[config.mk]
export PLATFORM = sky130hd
export DESIGN_NAME = bdq_cmd_queue
export DESIGN_NICKNAME = d
export VERILOG_FILES = /design/src/rtl/bdq_pkg.sv /design/src/rtl/bdq_cmd_queue.sv
export SDC_FILE = /design/constraint.sdc
export NUM_CORES = 1
export LEC_CHECK = 0
export ABC_AREA = 1
export BUFFER_PORTS_ARGS = -buffer_cell sky130_fd_sc_hd__buf_4
export CORE_AREA = 2 2 90 92
export CTS_CLUSTER_DIAMETER = 80
export CTS_CLUSTER_SIZE = 28
export DETAILED_ROUTE_END_ITERATION = 10
export DIE_AREA = 0 0 92 94
export PLACE_DENSITY = 0.7
export SLEW_MARGIN = 20
export SYNTH_ARGS = -nofsm -noshare
export SYNTH_HDL_FRONTEND = slang
export SYNTH_SLANG_ARGS = --single-unit
[constraint.sdc]
create_clock -name clk_i -period 2.4 [get_ports clk_i]
set_input_delay 0.48 -clock clk_i [delete_from_list [all_inputs] [get_ports clk_i]]
set_output_delay 0.48 -clock clk_i [all_outputs]
set_load 0.005 [all_outputs]
[src/rtl/bdq_pkg.sv]
// Shared types and constants of the bounded array deque.
// Holds the request decode, the command record between front and back, and the
// engine state encoding. No dependencies.
package bdq_pkg;

  localparam int unsigned DATA_W   = 32;
  localparam int unsigned REQ_W    = 3;
  localparam int unsigned STATUS_W = 2;
  localparam int unsigned CNT_W    = 8;

  // Value reported for front and back while the deque is empty.
  localparam logic [DATA_W-1:0] EMPTY_READ = '1;

  // Request codes as they arrive on the request channel.
  typedef enum logic [REQ_W-1:0] {
    OP_PUSH_FRONT = 3'd0,
    OP_PUSH_BACK  = 3'd1,
    OP_POP_FRONT  = 3'd2,
    OP_POP_BACK   = 3'd3,
    OP_CLEAR      = 3'd4,
    OP_REVERSE    = 3'd5,
    OP_SORT       = 3'd6,
    OP_STATUS     = 3'd7
  } bdq_op_e;

  // Outcome codes reported with every result.
  typedef enum logic [STATUS_W-1:0] {
    ST_OK        = 2'd0,
    ST_OVERFLOW  = 2'd1,
    ST_UNDERFLOW = 2'd2
  } bdq_status_e;

  // Classified command handed from the front to the engine.
  typedef struct packed {
    bdq_op_e                  op;
    logic                     is_push;
    logic                     is_pop;
    logic                     from_back;
    logic signed [DATA_W-1:0] value;
  } bdq_cmd_t;

  // Engine sequencer states.
  typedef enum logic [3:0] {
    ES_IDLE,
    ES_POP_CAP,
    ES_REV_RD_J,
    ES_REV_WR_I,
    ES_REV_WR_J,
    ES_SORT_KEY,
    ES_SORT_CMP,
    ES_SORT_PLACE,
    ES_FIX_H,
    ES_FIX_F,
    ES_FIX_B,
    ES_RESULT
  } bdq_state_e;

endpackage

[src/rtl/bdq_cmd_queue.sv]
// Two-entry command queue between the request front end and the engine.
// Depends on bdq_pkg for the command record.
module bdq_cmd_queue (
  input  logic              clk_i,
  input  logic              rst_ni,
  input  logic              push_valid_i,
  output logic              push_ready_o,
  input  bdq_pkg::bdq_cmd_t push_cmd_i,
  output logic              pop_valid_o,
  input  logic              pop_ready_i,
  output bdq_pkg::bdq_cmd_t pop_cmd_o
);

  localparam int unsigned Entries = 2;

  bdq_pkg::bdq_cmd_t entry_q [Entries];
  logic              wr_ptr_q, wr_ptr_d;
  logic              rd_ptr_q, rd_ptr_d;
  logic [1:0]        fill_q, fill_d;
  logic              push, pop;

  assign push_ready_o = (fill_q != 2'(Entries));
  assign pop_valid_o  = (fill_q != 2'd0);
  assign pop_cmd_o    = entry_q[rd_ptr_q];
  assign push         = push_valid_i && push_ready_o;
  assign pop          = pop_valid_o && pop_ready_i;

  // Pointer and fill bookkeeping.
  always_comb begin
    wr_ptr_d = push ? ~wr_ptr_q : wr_ptr_q;
    rd_ptr_d = pop ? ~rd_ptr_q : rd_ptr_q;
    fill_d   = fill_q + 2'(push) - 2'(pop);
  end

  always_ff @(posedge clk_i or negedge rst_ni) begin
    if (!rst_ni) begin
      wr_ptr_q <= 1'b0;
      rd_ptr_q <= 1'b0;
      fill_q   <= 2'd0;
    end else begin
      wr_ptr_q <= wr_ptr_d;
      rd_ptr_q <= rd_ptr_d;
      fill_q   <= fill_d;
    end
  end

  // Entry storage needs no reset.
  always_ff @(posedge clk_i) begin
    if (push) begin
      entry_q[wr_ptr_q] <= push_cmd_i;
    end
  end

endmodule

==> qor.yml <==
drt_first_pass_iters: 4
final_area_um2: 3890
via_per_inst: 4.32
cp_num_buf_inv: 2
syn2layout_area_growth_pct: 30.2
grt_use_total_pct: 12.9
synth_area_per_cell_um2: 13.0
drt_iter0_markers: 90
wire_per_inst_um: 12.5
synth_warnings: 0
cts_buffers: 9
critPathKind: "flop to primary output"
htree_num_levels: 3
arrival_ns: 1.55
crit_fanout: 39
io_pins: 82
drc: 0
highest_layer: "met4"
finalSetupViolCount: 0
drt-met1-wl_um: 2270
critical_path.slowest_cell: "inv_2"
cts_buffer_depth: 2
critPathTopFamily: "buffers and inverters"
wl_um: 5290
holdWs_ns: 0.333
rsz0062_at_grt: "no"
finalSetupTns_ns: 0
hold_violations: 0
outcome: "complete, no violations"
stdcell_count: 424
power.leakage_nw: 1.69
min_period_ns: 2.03
place_ws_ns: 0.664
slowest_delay_ns: 0.48
min_path_type: "input port to flop"
synth_cell_types: 10
crit_path_start_kind: "flop"
ant_nets: 0
power.density_nw_per_um2: 1130
slew_viol_final: 0
crit_chain: "inv_2 -> nand2_1 -> nand2_1 -> buf_4"
die_area_um2: 8650
clk_latency_ns: 0.33
worst_pin_slew_ns: 0.661
rrSetupSlack_ns: 0.84
start_util_pct: 39.3
cts_sinks: 80
n_antenna_cell: 0
ys_seq_area_share_pct: 79.8
grt_pass1_vias: 1811
period_share_pct: 84.5
nNetsFinal: 362
rows: 32
postCtsSetupRepairBufs: 0
dpl.cell_count: 408
drive_above_1_share_pct: 30.4
end_kind: "primary output"
max_freq_mhz: 493
cap_violations: 0
place_area_um2: 3700
die_height_um: 94
peakVddDrop_uv: 474
core-area_um2: 7610
fin_ws_ns: 0.373
antenna_found_initial: 0
grt_max_degree: 40
grt-ovfl-total: 0
via_count: 1833
wl_met2_um: 2730
gp_congestion: 0.673
slew_headroom_pct: 55.9
clk_pin_slew_ns: 0.07
finClkSkew_ns: 0.00629
die_w_um: 92
cts-resized-gates: 0
crit_top_cell: "nand2_1"
ys_seq_elements: 80
wl_met3_um: 236
cts_tree: "yes"
grt_pass1_wl_um: 8270
syn-num-nets: 274
final.fill_count: 701
crit_required_ns: 1.92
dpl.hpwl_um: 3310
io_buffers: 81
synth_area_um2: 2990
ctsHoldBuffers: 1
cts_root_buffer: "clkbuf_8"
netlist_instances: 230
-- power by group --
part           total, mW  leakage, nW  internal [mW]  switching [mW]
clock network      0.890       0.0868          0.471           0.420
logic               1.50        0.852          0.662           0.841
registers           1.98        0.755           1.91          0.0770
total               4.38         1.69           3.04            1.34
-- synth_stat cells --
| cell | count | area [µm²] |
|---|---|---|
| nand3_1 | 3 | 15.0 |
| dfrtp_1 | 4 | 100 |
| inv_1 | 8 | 30.0 |
| edfxtp_1 | 76 | 2280 |
| inv_2 | 1 | 3.75 |
| ha_1 | 2 | 25.0 |
| buf_2 | 4 | 20.0 |
| nor2_1 | 1 | 3.75 |
| buf_4 | 4 | 30.0 |
| nand2_1 | 127 | 477 |
-- path summary, 6_finish.rpt --
check,start,endpoint,depth (start not counted)
min in group asynchronous,rst_ni,fill_q[0],2
worst min register to register,wr_ptr_q,wr_ptr_q,2
worst min-delay path,push_cmd_i[20],entry_q[0][20],1
worst max register to register,fill_q[1],entry_q[1][36],4
worst max-delay path,rd_ptr_q,pop_cmd_o[34],4
max in group asynchronous,rst_ni,fill_q[1],2
-- worst register-to-register path, stage by stage, from the launching register on --
cell,delay (ns)
dfrtp_1,0.40
nand2_1,0.11
nand2_1,0.13
nor2_4,0.10
buf_4,0.45
-- logic make-up after synthesis --
family,share of synthesized area [%]
simple gates,16.6
flops,79.8
buf+inv,2.81
fa+ha+maj,0.838
-- registers in the layout, summed over array words and instances (netlist names) --
signal	flops
entry_q	76
fill_q	2
rd_ptr_q	1
wr_ptr_q	1
-- area by class of cell --
| type | count | area [µm²] | area share (%) |
|---|---|---|---|
| multi-input combinational | 133 | 528 | 13.6 |
| sequential | 80 | 2380 | 61.2 |
| inverter | 9 | 33.8 | 0.868 |
| clock buffer | 11 | 131 | 3.38 |
| clock inverter | 4 | 46.3 | 1.19 |
| tap | 102 | 128 | 3.28 |
| timing repair buffer | 85 | 641 | 16.5 |
-- cell usage in the layout, fill, tap and decap left out --
master,n
nand2_1,127
buf_4,84
edfxtp_1,76
clkbuf_8,9
inv_1,8
dfrtp_1,4
nand3_1,3
ha_1,2
clkbuf_1,2
inv_2,1
nor2_4,1
clkinv_1,1
clkinvlp_4,1
clkinv_2,1
bufinv_16,1
dlygate4sd3_1,1
-- routing by layer --
| metal | vias up | track usage (%) |
|---|---|---|
| met2 | 48 | 23.8 |
| met4 | 0 | 5.60 |
| met1 | 842 | 13.9 |
| li1 | 937 | - |
| met3 | 6 | 3.45 |
| met5 | - | 0 |
-- per-stage QoR --
stage | power [mW] | utilization (%)
2_1_floorplan | 2.78 | -
3_3_place_gp | 3.52 | 48.7
3_5_place_dp | 3.56 | 48.7
4_1_cts | 4.46 | 51.1
5_1_grt | 4.70 | 51.1
6_report | 4.38 | 51.1
Note: power is estimated with default switching activity, not from simulation.
