$ cat src/rtl/bdq_pkg.sv
// Shared types and constants of the bounded array deque.
// Holds the request decode, the command record between front and back, and the
// engine state encoding. No dependencies.
package bdq_pkg;

  localparam int unsigned DATA_W   = 32;
  localparam int unsigned REQ_W    = 3;
  localparam int unsigned STATUS_W = 2;
  localparam int unsigned CNT_W    = 8;

  // Value reported for front and back while the deque is empty.
  localparam logic [DATA_W-1:0] EMPTY_READ = '1;

  // Request codes as they arrive on the request channel.
  typedef enum logic [REQ_W-1:0] {
    OP_PUSH_FRONT = 3'd0,
    OP_PUSH_BACK  = 3'd1,
    OP_POP_FRONT  = 3'd2,
    OP_POP_BACK   = 3'd3,
    OP_CLEAR      = 3'd4,
    OP_REVERSE    = 3'd5,
    OP_SORT       = 3'd6,
    OP_STATUS     = 3'd7
  } bdq_op_e;

  // Outcome codes reported with every result.
  typedef enum logic [STATUS_W-1:0] {
    ST_OK        = 2'd0,
    ST_OVERFLOW  = 2'd1,
    ST_UNDERFLOW = 2'd2
  } bdq_status_e;

  // Classified command handed from the front to the engine.
  typedef struct packed {
    bdq_op_e                  op;
    logic                     is_push;
    logic                     is_pop;
    logic                     from_back;
    logic signed [DATA_W-1:0] value;
  } bdq_cmd_t;

  // Engine sequencer states.
  typedef enum logic [3:0] {
    ES_IDLE,
    ES_POP_CAP,
    ES_REV_RD_J,
    ES_REV_WR_I,
    ES_REV_WR_J,
    ES_SORT_KEY,
    ES_SORT_CMP,
    ES_SORT_PLACE,
    ES_FIX_H,
    ES_FIX_F,
    ES_FIX_B,
    ES_RESULT
  } bdq_state_e;

endpackage

$ cat src/rtl/bdq_if.sv


// Result channel: one result per request.
interface bdq_rsp_if;
  logic                              valid;
  logic                              ready;
  logic [bdq_pkg::STATUS_W-1:0]      status;
  logic signed [bdq_pkg::DATA_W-1:0] popped_value;
  logic signed [bdq_pkg::DATA_W-1:0] front_value;
  logic signed [bdq_pkg::DATA_W-1:0] back_value;
  logic [bdq_pkg::CNT_W-1:0]         count;
  logic                              is_empty;

  modport source (output valid, output status, output popped_value, output front_value,
                  output back_value, output count, output is_empty, input ready);
  modport sink   (input valid, input status, input popped_value, input front_value,
                  input back_value, input count, input is_empty, output ready);
endinterface

$ cat src/rtl/bdq_engine.sv
// Deque engine: slot memory, run bounds, reverse and sort sequencer, result register.
// Depends on bdq_pkg and bdq_rsp_if.
module bdq_engine #(
  parameter int unsigned DEPTH = 128
) (
  input  logic              clk_i,
  input  logic              rst_ni,
  input  logic              cmd_valid_i,
  output logic              cmd_ready_o,
  input  bdq_pkg::bdq_cmd_t cmd_i,
  bdq_rsp_if.source         rsp_o
);

  localparam int unsigned AW = (DEPTH > 1) ? $clog2(DEPTH) : 1;
  localparam logic [AW-1:0] LastIdx = AW'(DEPTH - 1);

  typedef logic [bdq_pkg::DATA_W-1:0] word_t;

  bdq_pkg::bdq_state_e  state_q, state_d;
  logic [AW-1:0]        head_q, head_d, tail_q, tail_d;
  logic                 empty_q, empty_d;
  word_t                front_q, front_d, back_q, back_d;
  logic [AW-1:0]        i_q, i_d, j_q, j_d;
  word_t                key_q, key_d, tmp_q, tmp_d;
  logic                 from_back_q, from_back_d;
  bdq_pkg::bdq_status_e status_q, status_d;
  word_t                popped_q, popped_d;

  // Slot memory: one write and one registered read per cycle.
  word_t                mem_q [DEPTH];
  word_t                rd_data_q;
  logic                 mem_we, mem_re;
  logic [AW-1:0]        mem_waddr, mem_raddr;
  word_t                mem_wdata;

  logic                 rsp_valid_q, rsp_valid_d;
  logic                 out_free, load_rsp, multi;
  logic [15:0]          cnt_wide;

  assign multi    = !empty_q && (head_q != tail_q);
  assign out_free = !rsp_valid_q || rsp_o.ready;
  assign cnt_wide = 16'(tail_q) - 16'(head_q) + 16'd1;

  // Next-state logic of the sequencer.
  always_comb begin
    state_d = state_q;
    case (state_q)
      bdq_pkg::ES_IDLE: begin
        if (cmd_valid_i) begin
          if (cmd_i.is_pop && multi) begin
            state_d = bdq_pkg::ES_POP_CAP;
          end else if (cmd_i.op == bdq_pkg::OP_REVERSE && multi) begin
            state_d = bdq_pkg::ES_REV_RD_J;
          end else if (cmd_i.op == bdq_pkg::OP_SORT && multi) begin
            state_d = bdq_pkg::ES_SORT_KEY;
          end else begin
            state_d = bdq_pkg::ES_RESULT;
          end
        end
      end
      bdq_pkg::ES_POP_CAP:  state_d = bdq_pkg::ES_RESULT;
      bdq_pkg::ES_REV_RD_J: state_d = bdq_pkg::ES_REV_WR_I;
      bdq_pkg::ES_REV_WR_I: state_d = bdq_pkg::ES_REV_WR_J;
      bdq_pkg::ES_REV_WR_J: begin
        if (({1'b0, i_q} + (AW+1)'(2)) < {1'b0, j_q}) begin
          state_d = bdq_pkg::ES_REV_RD_J;
        end else begin
          state_d = bdq_pkg::ES_RESULT;
        end
      end
      bdq_pkg::ES_SORT_KEY: state_d = bdq_pkg::ES_SORT_CMP;
      bdq_pkg::ES_SORT_CMP: begin
        if (!($signed(rd_data_q) > $signed(key_q)) ||
            ({1'b0, j_q} <= ({1'b0, head_q} + (AW+1)'(1)))) begin
          state_d = bdq_pkg::ES_SORT_PLACE;
        end
      end
      bdq_pkg::ES_SORT_PLACE: begin
        state_d = (i_q == tail_q) ? bdq_pkg::ES_FIX_H : bdq_pkg::ES_SORT_KEY;
      end
      bdq_pkg::ES_FIX_H: state_d = bdq_pkg::ES_FIX_F;
      bdq_pkg::ES_FIX_F: state_d = bdq_pkg::ES_FIX_B;
      bdq_pkg::ES_FIX_B: state_d = bdq_pkg::ES_RESULT;
      bdq_pkg::ES_RESULT: begin
        if (out_free) begin
          state_d = bdq_pkg::ES_IDLE;
        end
      end
      default: state_d = bdq_pkg::ES_IDLE;
    endcase
  end

  // Datapath and memory control of each state.
  always_comb begin
    head_d      = head_q;
    tail_d      = tail_q;
    empty_d     = empty_q;
    front_d     = front_q;
    back_d      = back_q;
    i_d         = i_q;
    j_d         = j_q;
    key_d       = key_q;
    tmp_d       = tmp_q;
    from_back_d = from_back_q;
    status_d    = status_q;
    popped_d    = popped_q;
    mem_we      = 1'b0;
    mem_waddr   = '0;
    mem_wdata   = '0;
    mem_re      = 1'b0;
    mem_raddr   = '0;
    cmd_ready_o = 1'b0;
    load_rsp    = 1'b0;

    case (state_q)
      bdq_pkg::ES_IDLE: begin
        cmd_ready_o = 1'b1;
        if (cmd_valid_i) begin
          from_back_d = cmd_i.from_back;
          status_d    = bdq_pkg::ST_OK;
          popped_d    = '0;
          if (cmd_i.is_push) begin
            if (empty_q) begin
              // A push into an empty deque starts a new run at slot zero.
              head_d    = '0;
              tail_d    = '0;
              empty_d   = 1'b0;
              front_d   = cmd_i.value;
              back_d    = cmd_i.value;
              mem_we    = 1'b1;
              mem_waddr = '0;
              mem_wdata = cmd_i.value;
            end else if (cmd_i.from_back) begin
              if (tail_q == LastIdx) begin
                status_d = bdq_pkg::ST_OVERFLOW;
              end else begin
                tail_d    = tail_q + AW'(1);
                back_d    = cmd_i.value;
                mem_we    = 1'b1;
                mem_waddr = tail_q + AW'(1);
                mem_wdata = cmd_i.value;
              end
            end else begin
              if (head_q == '0) begin
                status_d = bdq_pkg::ST_OVERFLOW;
              end else begin
                head_d    = head_q - AW'(1);
                front_d   = cmd_i.value;
                mem_we    = 1'b1;
                mem_waddr = head_q - AW'(1);
                mem_wdata = cmd_i.value;
              end
            end
          end else if (cmd_i.is_pop) begin
            if (empty_q) begin
              status_d = bdq_pkg::ST_UNDERFLOW;
            end else begin
              popped_d = cmd_i.from_back ? back_q : front_q;
              if (head_q == tail_q) begin
                head_d  = '0;
                tail_d  = '0;
                empty_d = 1'b1;
              end else if (cmd_i.from_back) begin
                // Fetch the new back element.
                tail_d    = tail_q - AW'(1);
                mem_re    = 1'b1;
                mem_raddr = tail_q - AW'(1);
              end else begin
                // Fetch the new front element.
                head_d    = head_q + AW'(1);
                mem_re    = 1'b1;
                mem_raddr = head_q + AW'(1);
              end
            end
          end else if (cmd_i.op == bdq_pkg::OP_CLEAR) begin
            head_d  = '0;
            tail_d  = '0;
            empty_d = 1'b1;
          end else if (cmd_i.op == bdq_pkg::OP_REVERSE && multi) begin
            // The ends trade places; the swap walk runs from both ends inward.
            i_d       = head_q;
            j_d       = tail_q;
            front_d   = back_q;
            back_d    = front_q;
            mem_re    = 1'b1;
            mem_raddr = head_q;
          end else if (cmd_i.op == bdq_pkg::OP_SORT && multi) begin
            // Insertion sort starts with the second element as key.
            i_d       = head_q + AW'(1);
            j_d       = head_q + AW'(1);
            mem_re    = 1'b1;
            mem_raddr = head_q + AW'(1);
          end
        end
      end

      bdq_pkg::ES_POP_CAP: begin
        if (from_back_q) begin
          back_d = rd_data_q;
        end else begin
          front_d = rd_data_q;
        end
      end

      bdq_pkg::ES_REV_RD_J: begin
        tmp_d     = rd_data_q;
        mem_re    = 1'b1;
        mem_raddr = j_q;
      end

      bdq_pkg::ES_REV_WR_I: begin
        mem_we    = 1'b1;
        mem_waddr = i_q;
        mem_wdata = rd_data_q;
      end

      bdq_pkg::ES_REV_WR_J: begin
        mem_we    = 1'b1;
        mem_waddr = j_q;
        mem_wdata = tmp_q;
        i_d       = i_q + AW'(1);
        j_d       = j_q - AW'(1);
        // Start reading the next pair while the current one retires.
        if (({1'b0, i_q} + (AW+1)'(2)) < {1'b0, j_q}) begin
          mem_re    = 1'b1;
          mem_raddr = i_q + AW'(1);
        end
      end

      bdq_pkg::ES_SORT_KEY: begin
        key_d     = rd_data_q;
        mem_re    = 1'b1;
        mem_raddr = j_q - AW'(1);
      end

      bdq_pkg::ES_SORT_CMP: begin
        // Shift a larger neighbor up by one slot and look one further down.
        if ($signed(rd_data_q) > $signed(key_q)) begin
          mem_we    = 1'b1;
          mem_waddr = j_q;
          mem_wdata = rd_data_q;
          j_d       = j_q - AW'(1);
          if ({1'b0, j_q} > ({1'b0, head_q} + (AW+1)'(1))) begin
            mem_re    = 1'b1;
            mem_raddr = j_q - AW'(2);
          end
        end
      end

      bdq_pkg::ES_SORT_PLACE: begin
        mem_we    = 1'b1;
        mem_waddr = j_q;
        mem_wdata = key_q;
        if (i_q != tail_q) begin
          i_d       = i_q + AW'(1);
          j_d       = i_q + AW'(1);
          mem_re    = 1'b1;
          mem_raddr = i_q + AW'(1);
        end
      end

      // Reload the cached end values after a sort.
      bdq_pkg::ES_FIX_H: begin
        mem_re    = 1'b1;
        mem_raddr = head_q;
      end

      bdq_pkg::ES_FIX_F: begin
        front_d   = rd_data_q;
        mem_re    = 1'b1;
        mem_raddr = tail_q;
      end

      bdq_pkg::ES_FIX_B: begin
        back_d = rd_data_q;
      end

      bdq_pkg::ES_RESULT: begin
        load_rsp = out_free;
      end

      default: begin
      end
    endcase
  end

  // Control state.
  always_ff @(posedge clk_i or negedge rst_ni) begin
    if (!rst_ni) begin
      state_q <= bdq_pkg::ES_IDLE;
      head_q  <= '0;
      tail_q  <= '0;
      empty_q <= 1'b1;
    end else begin
      state_q <= state_d;
      head_q  <= head_d;
      tail_q  <= tail_d;
      empty_q <= empty_d;
    end
  end

  // Working registers that need no reset.
  always_ff @(posedge clk_i) begin
    front_q     <= front_d;
    back_q      <= back_d;
    i_q         <= i_d;
    j_q         <= j_d;
    key_q       <= key_d;
    tmp_q       <= tmp_d;
    from_back_q <= from_back_d;
    status_q    <= status_d;
    popped_q    <= popped_d;
  end

  // Slot memory with registered read data.
  always_ff @(posedge clk_i) begin
    if (mem_we) begin
      mem_q[mem_waddr] <= mem_wdata;
    end
    if (mem_re) begin
      rd_data_q <= mem_q[mem_raddr];
    end
  end

  // Result register on the output channel.
  always_comb begin
    if (load_rsp) begin
      rsp_valid_d = 1'b1;
    end else if (rsp_o.ready) begin
      rsp_valid_d = 1'b0;
    end else begin
      rsp_valid_d = rsp_valid_q;
    end
  end

  always_ff @(posedge clk_i or negedge rst_ni) begin
    if (!rst_ni) begin
      rsp_valid_q <= 1'b0;
    end else begin
      rsp_valid_q <= rsp_valid_d;
    end
  end

  always_ff @(posedge clk_i) begin
    if (load_rsp) begin
      rsp_o.status       <= status_q;
      rsp_o.popped_value <= popped_q;
      rsp_o.front_value  <= empty_q ? bdq_pkg::EMPTY_READ : front_q;
      rsp_o.back_value   <= empty_q ? bdq_pkg::EMPTY_READ : back_q;
      rsp_o.count        <= empty_q ? '0 : cnt_wide[bdq_pkg::CNT_W-1:0];
      rsp_o.is_empty     <= empty_q;
    end
  end

  assign rsp_o.valid = rsp_valid_q;

endmodule

$ cat src/flat_wrapper.sv
// flat-port wrapper written by rule: the top's interface ports become plain ports
module bdq_engine_flat 
#(
  parameter int unsigned DEPTH = 128
)
  (clk_i, rst_ni, cmd_valid_i, cmd_ready_o, cmd_i, rsp_o_valid, rsp_o_status, rsp_o_popped_value, rsp_o_front_value, rsp_o_back_value, rsp_o_count, rsp_o_is_empty, rsp_o_ready);
  bdq_rsp_if rsp_o_i ();
  input  logic clk_i;
  input  logic rst_ni;
  input  logic cmd_valid_i;
  output logic cmd_ready_o;
  input  bdq_pkg::bdq_cmd_t cmd_i;
  output wire logic [$bits(rsp_o_i.valid)-1:0] rsp_o_valid;
  output wire logic [$bits(rsp_o_i.status)-1:0] rsp_o_status;
  output wire logic [$bits(rsp_o_i.popped_value)-1:0] rsp_o_popped_value;
  output wire logic [$bits(rsp_o_i.front_value)-1:0] rsp_o_front_value;
  output wire logic [$bits(rsp_o_i.back_value)-1:0] rsp_o_back_value;
  output wire logic [$bits(rsp_o_i.count)-1:0] rsp_o_count;
  output wire logic [$bits(rsp_o_i.is_empty)-1:0] rsp_o_is_empty;
  input wire logic [$bits(rsp_o_i.ready)-1:0] rsp_o_ready;
  assign rsp_o_valid = rsp_o_i.valid;
  assign rsp_o_status = rsp_o_i.status;
  assign rsp_o_popped_value = rsp_o_i.popped_value;
  assign rsp_o_front_value = rsp_o_i.front_value;
  assign rsp_o_back_value = rsp_o_i.back_value;
  assign rsp_o_count = rsp_o_i.count;
  assign rsp_o_is_empty = rsp_o_i.is_empty;
  assign rsp_o_i.ready = rsp_o_ready;
  bdq_engine #(.DEPTH(DEPTH)) u_core (.clk_i(clk_i), .rst_ni(rst_ni), .cmd_valid_i(cmd_valid_i), .cmd_ready_o(cmd_ready_o), .cmd_i(cmd_i), .rsp_o(rsp_o_i));
endmodule
$ cat config.mk
export PLATFORM = sky130hd
export DESIGN_NAME = bdq_engine_flat
export DESIGN_NICKNAME = d
export VERILOG_FILES = /design/src/rtl/bdq_pkg.sv /design/src/rtl/bdq_if.sv /design/src/rtl/bdq_engine.sv /design/src/flat_wrapper.sv
export SDC_FILE = /design/constraint.sdc
export NUM_CORES = 2
export LEC_CHECK = 0
export BUFFER_PORTS_ARGS = -buffer_cell sky130_fd_sc_hd__buf_4
export CAP_MARGIN = 20
export CORE_MARGIN = 2
export CORE_UTILIZATION = 46
export CTS_BUF_LIST = sky130_fd_sc_hd__clkbuf_8
export CTS_CLUSTER_DIAMETER = 80
export DETAILED_ROUTE_END_ITERATION = 6
export HOLD_SLACK_MARGIN = 0.02
export PLACE_DENSITY = 0.58
export SLEW_MARGIN = 40
export SYNTH_ARGS = -nofsm -noshare
export SYNTH_HDL_FRONTEND = slang
export SYNTH_SLANG_ARGS = --single-unit
$ cat constraint.sdc
create_clock -name clk_i -period 28.6 [get_ports clk_i]
set_input_delay 1.43 -clock clk_i [delete_from_list [all_inputs] [get_ports clk_i]]
set_output_delay 1.43 -clock clk_i [all_outputs]
set_load 0.1 [all_outputs]
==> summary.md <==
| Metric | Value |
|---|---|
| Post-synth EDFFs | `between 4000 and 5000` |
| Resize count post-CTS | `0` |
| First-pass DRT Iterations | `7` |
| Max VDD drop | `approximately 160 uV` |
| Sw frac | `a little over two fifths` |
| Routed len/inst | `approximately 33 um` |
| Antenna violations before repair | `32` |
| Synthesized Nets | `10706` |
| Mapped Area | `roughly 180000 um2` |
| Die footprint | `between 300000 and 400000 um2` |
| Clk sinks | `roughly 4400` |
| Leading post-synthesis cells by cell area | `edfxtp_1, mux4_2, mux2i_1, nand2_1, nand3_1` |
| Synth top cells by count | `edfxtp_1, nand2_1, mux2i_1, nand3_1, mux4_2` |
| Die width | `between 600 and 700 um` |
| Post-route clock period utilization | `between 30 and 40%` |
| RSZ-0062 raised after global routing | `no` |
| Net Switching | `0.0113 W` |
| Post-synthesis average cell area | `~17 um2` |
| Number of port buffers | `150` |
| Clk slew on worst S/H paths | `around 0.060 ns` |
| Seq/Total Area, Yosys | `between 70% and 80%` |
| WL final | `roughly 550000 um` |
| IO Pins | `about 150` |
| Most used DFF post-synth | `edfxtp_1` |
| Postcts setup bufs | `0` |
| Final Max Tran Viols | `0` |
| H-tree levels | `6` |
| MaxCap Viol Count | `0` |
| Root Driver | `clkbuf_8` |
| Std-Cell Rows | `227` |
| Fillers | `between 30000 and 40000` |
| Design Area, Final | `just under 200000 um2` |
| Post-DRT Antenna Nets | `0` |
| First-pass GRT wire length | `775000 um` |
| Hold WS | `approximately 0.4 ns` |
| Clk_skew | `around 0.09 ns` |
| Clk buf depth | `4` |
| Dpl cell area | `about 190000 um2` |
| Vias per cell | `roughly 6.3` |
| Clk_lat worst skew | `around 1.3 ns` |
| Worst reg2reg path depth | `19` |
| Syn. warnings | `0` |
| Leak pwr | `roughly 66 nW` |
| DR iter-0 viols | `approximately 14000` |
| Worst Hold Depth | `0` |
| Via count | `between 100k and 150k` |
| Crit path arrival time | `roughly 9.5 ns` |
| Num CTS Buffers | `a little over 700` |
| CTS tree | `yes` |
| Relative slew slack | `31.5%` |
| Yosys reg bits | `approximately 4400` |
| Hpwl dp | `slightly above 300000 um` |
| Largest area contributor in the netlist | `edfxtp_1` |
| CP required | `approximately 29 ns` |
| Critical path type | `reg2reg` |
| Top-count cell post-synth | `edfxtp_1` |
| Setup crit end kind | `flop` |
| Part of the power in combinational logic | `between 40% and 50%` |
| Nets | `approximately 11000` |
| Die Ht | `~620 um` |
| Reg power frac | `roughly 35%` |
| Final worst path period need | `8.69 ns` |
| Largest net degree at the start of global routing | `153` |
| RePlAce Congestion | `approximately 0.86` |
| Crit Path Max Fanout | `82` |
| Async SR Flop Fraction | `less than 1%` |
| Final setup fails | `0` |
| Slew of the pin with the lowest slew margin | `around 1.0 ns` |
| Cell variety after synth | `102` |
| Mapped Cells | `roughly 11000` |
| Final Util | `about half` |
| Post-route setup slack | `between 15 and 20 ns` |
| Hold buffer count at CTS | `1` |
| Outcome | `complete, but fails checks` |
| Aggregate global-route resource usage | `between 20% and 30%` |
| Fmax | `between 100 and 150 MHz` |
| Overflow after GRT | `0` |
| Starting Density | `between 40 and 50%` |
| DR DRC count | `1` |
| Share of layout cells above drive strength 1 | `18.3%` |
| Area grow syn2layout | `12.4%` |
| Min-delay worst type | `reg2reg` |
| PwrDens | `around 130 nW/um2` |
| Failing checks | `design-rule violations` |
| Crit start category | `flop` |
| Share of the synthesized area in the top cell type | `between 70 and 80%` |
| Dpl ws | `slightly below 20 ns` |
| Clk pwr share | `19.2%` |
| Fin. Hold Viols | `0` |
| Setup Total Neg Slack | `0 ns` |
| Cell Int Power | `~0.015 W` |
| CORE AREA | `between 300000 and 400000 um2` |
| Vias in the first global route | `~100k` |
[power groups by stage]
stage                     clock network [W]  logic, W  registers (W)
final                               0.00496    0.0118        0.00914
after global routing                0.00529    0.0123        0.00917
after CTS                           0.00503    0.0116        0.00914
after detailed placement                  0    0.0115        0.00927
after global placement                    0    0.0113        0.00926
after floorplan                           0   0.00668        0.00939
[sequential cells by signal, summed over array words and instances (netlist names), 2 cells and up]
register                   cells
u_core.mem_q                4096
u_core.back_q                 32
u_core.front_q                32
u_core.key_q                  32
u_core.popped_q               32
u_core.rd_data_q              32
u_core.rsp_o.back_value       32
u_core.rsp_o.front_value      32
u_core.rsp_o.popped_value     32
u_core.tmp_q                  32
u_core.rsp_o.count             8
u_core.head_q                  7
u_core.i_q                     7
u_core.j_q                     7
u_core.tail_q                  7
u_core.state_q                 4
u_core.rsp_o.status            2
u_core.status_q                2
[worst max-delay path, stage by stage, from the launching register on]
cell	delay, ns
dfrtp_1	0.63
ha_1	0.31
nand3_1	0.20
or3_1	0.47
xnor2_1	0.38
ha_1	0.32
nand4_1	0.13
o21a_1	0.13
o211a_1	0.26
and3_1	0.26
o21ai_4	0.23
nand2_8	0.69
buf_4	0.75
buf_4	0.75
buf_4	0.75
mux4_2	0.42
mux2i_1	0.15
o22ai_1	0.14
a31oi_2	0.67
nand4_1	0.44
[path summary, 6_finish.rpt]
check                                                  from                                     end  slack [ns]
max                            u_core.head_q[0]$_DFFE_PN0P_          u_core.rd_data_q[31]$_DFFE_PP_       19.91
min in group asynchronous                            rst_ni            u_core.head_q[6]$_DFFE_PN0P_        0.60
max in group asynchronous                            rst_ni              u_core.empty_q$_DFFE_PN1P_       27.66
max reg2reg                    u_core.head_q[0]$_DFFE_PN0P_          u_core.rd_data_q[31]$_DFFE_PP_       19.91
min                        u_core.popped_q[0]$_SDFFCE_PP0P_  u_core.rsp_o.popped_value[0]$_DFFE_PP_        0.41
min reg2reg                u_core.popped_q[0]$_SDFFCE_PP0P_  u_core.rsp_o.popped_value[0]$_DFFE_PP_        0.41
[per-layer routing]
layer  GRT usage, %  vias up  share of wire (%)
met1           38.7    54745                 40
li1               -    43401                  -
met4           10.4       20                3.9
met3           5.74     1027                 10
met5              0        -              0.027
met2           43.7     6060                 46
[final cells by class]
class / instances / area, um2 / area share [%]
sequential: 4432 / 133000 / 67.0
multi-input combinational: 5378 / 41800 / 21.1
clock buffer: 723 / 9950 / 5.02
tap: 5038 / 6300 / 3.18
timing repair buffer: 513 / 4400 / 2.22
clock inverter: 543 / 2660 / 1.34
inverter: 70 / 267 / 0.134
antenna: 14 / 35.0 / 0.0177
[cell usage in the layout, fill, tap and decap left out, types with 136 or more instances in the layout]
master       n
nand3_1    491
a211oi_1   281
inv_1      309
buf_4      448
mux2i_1    567
nand2_1   1404
edfxtp_1  4412
and3_1     280
o21ai_0    164
clkinv_1   189
clkbuf_8   725
mux4_2     387
nor2_4     136
[stage by stage]
stage	power, W	std cells
after detailed placement	0.0208	15419
after floorplan	0.0161	10596
after global placement	0.0205	15402
final	0.0259	16711
after CTS	0.0257	16686
after global routing	0.0267	16700
[logic make-up after synthesis]
family          count (synthesis)  share of synthesized area, %
compound gates               1490                          6.32
xor+xnor                       49                         0.243
fa+ha+maj                      68                         0.486
buf+inv                       786                          2.05
flops                        4432                          75.4
mux                           993                          8.41
simple gates                 2778                          7.12
No activity file was read; power rests on OpenSTA's default activity.
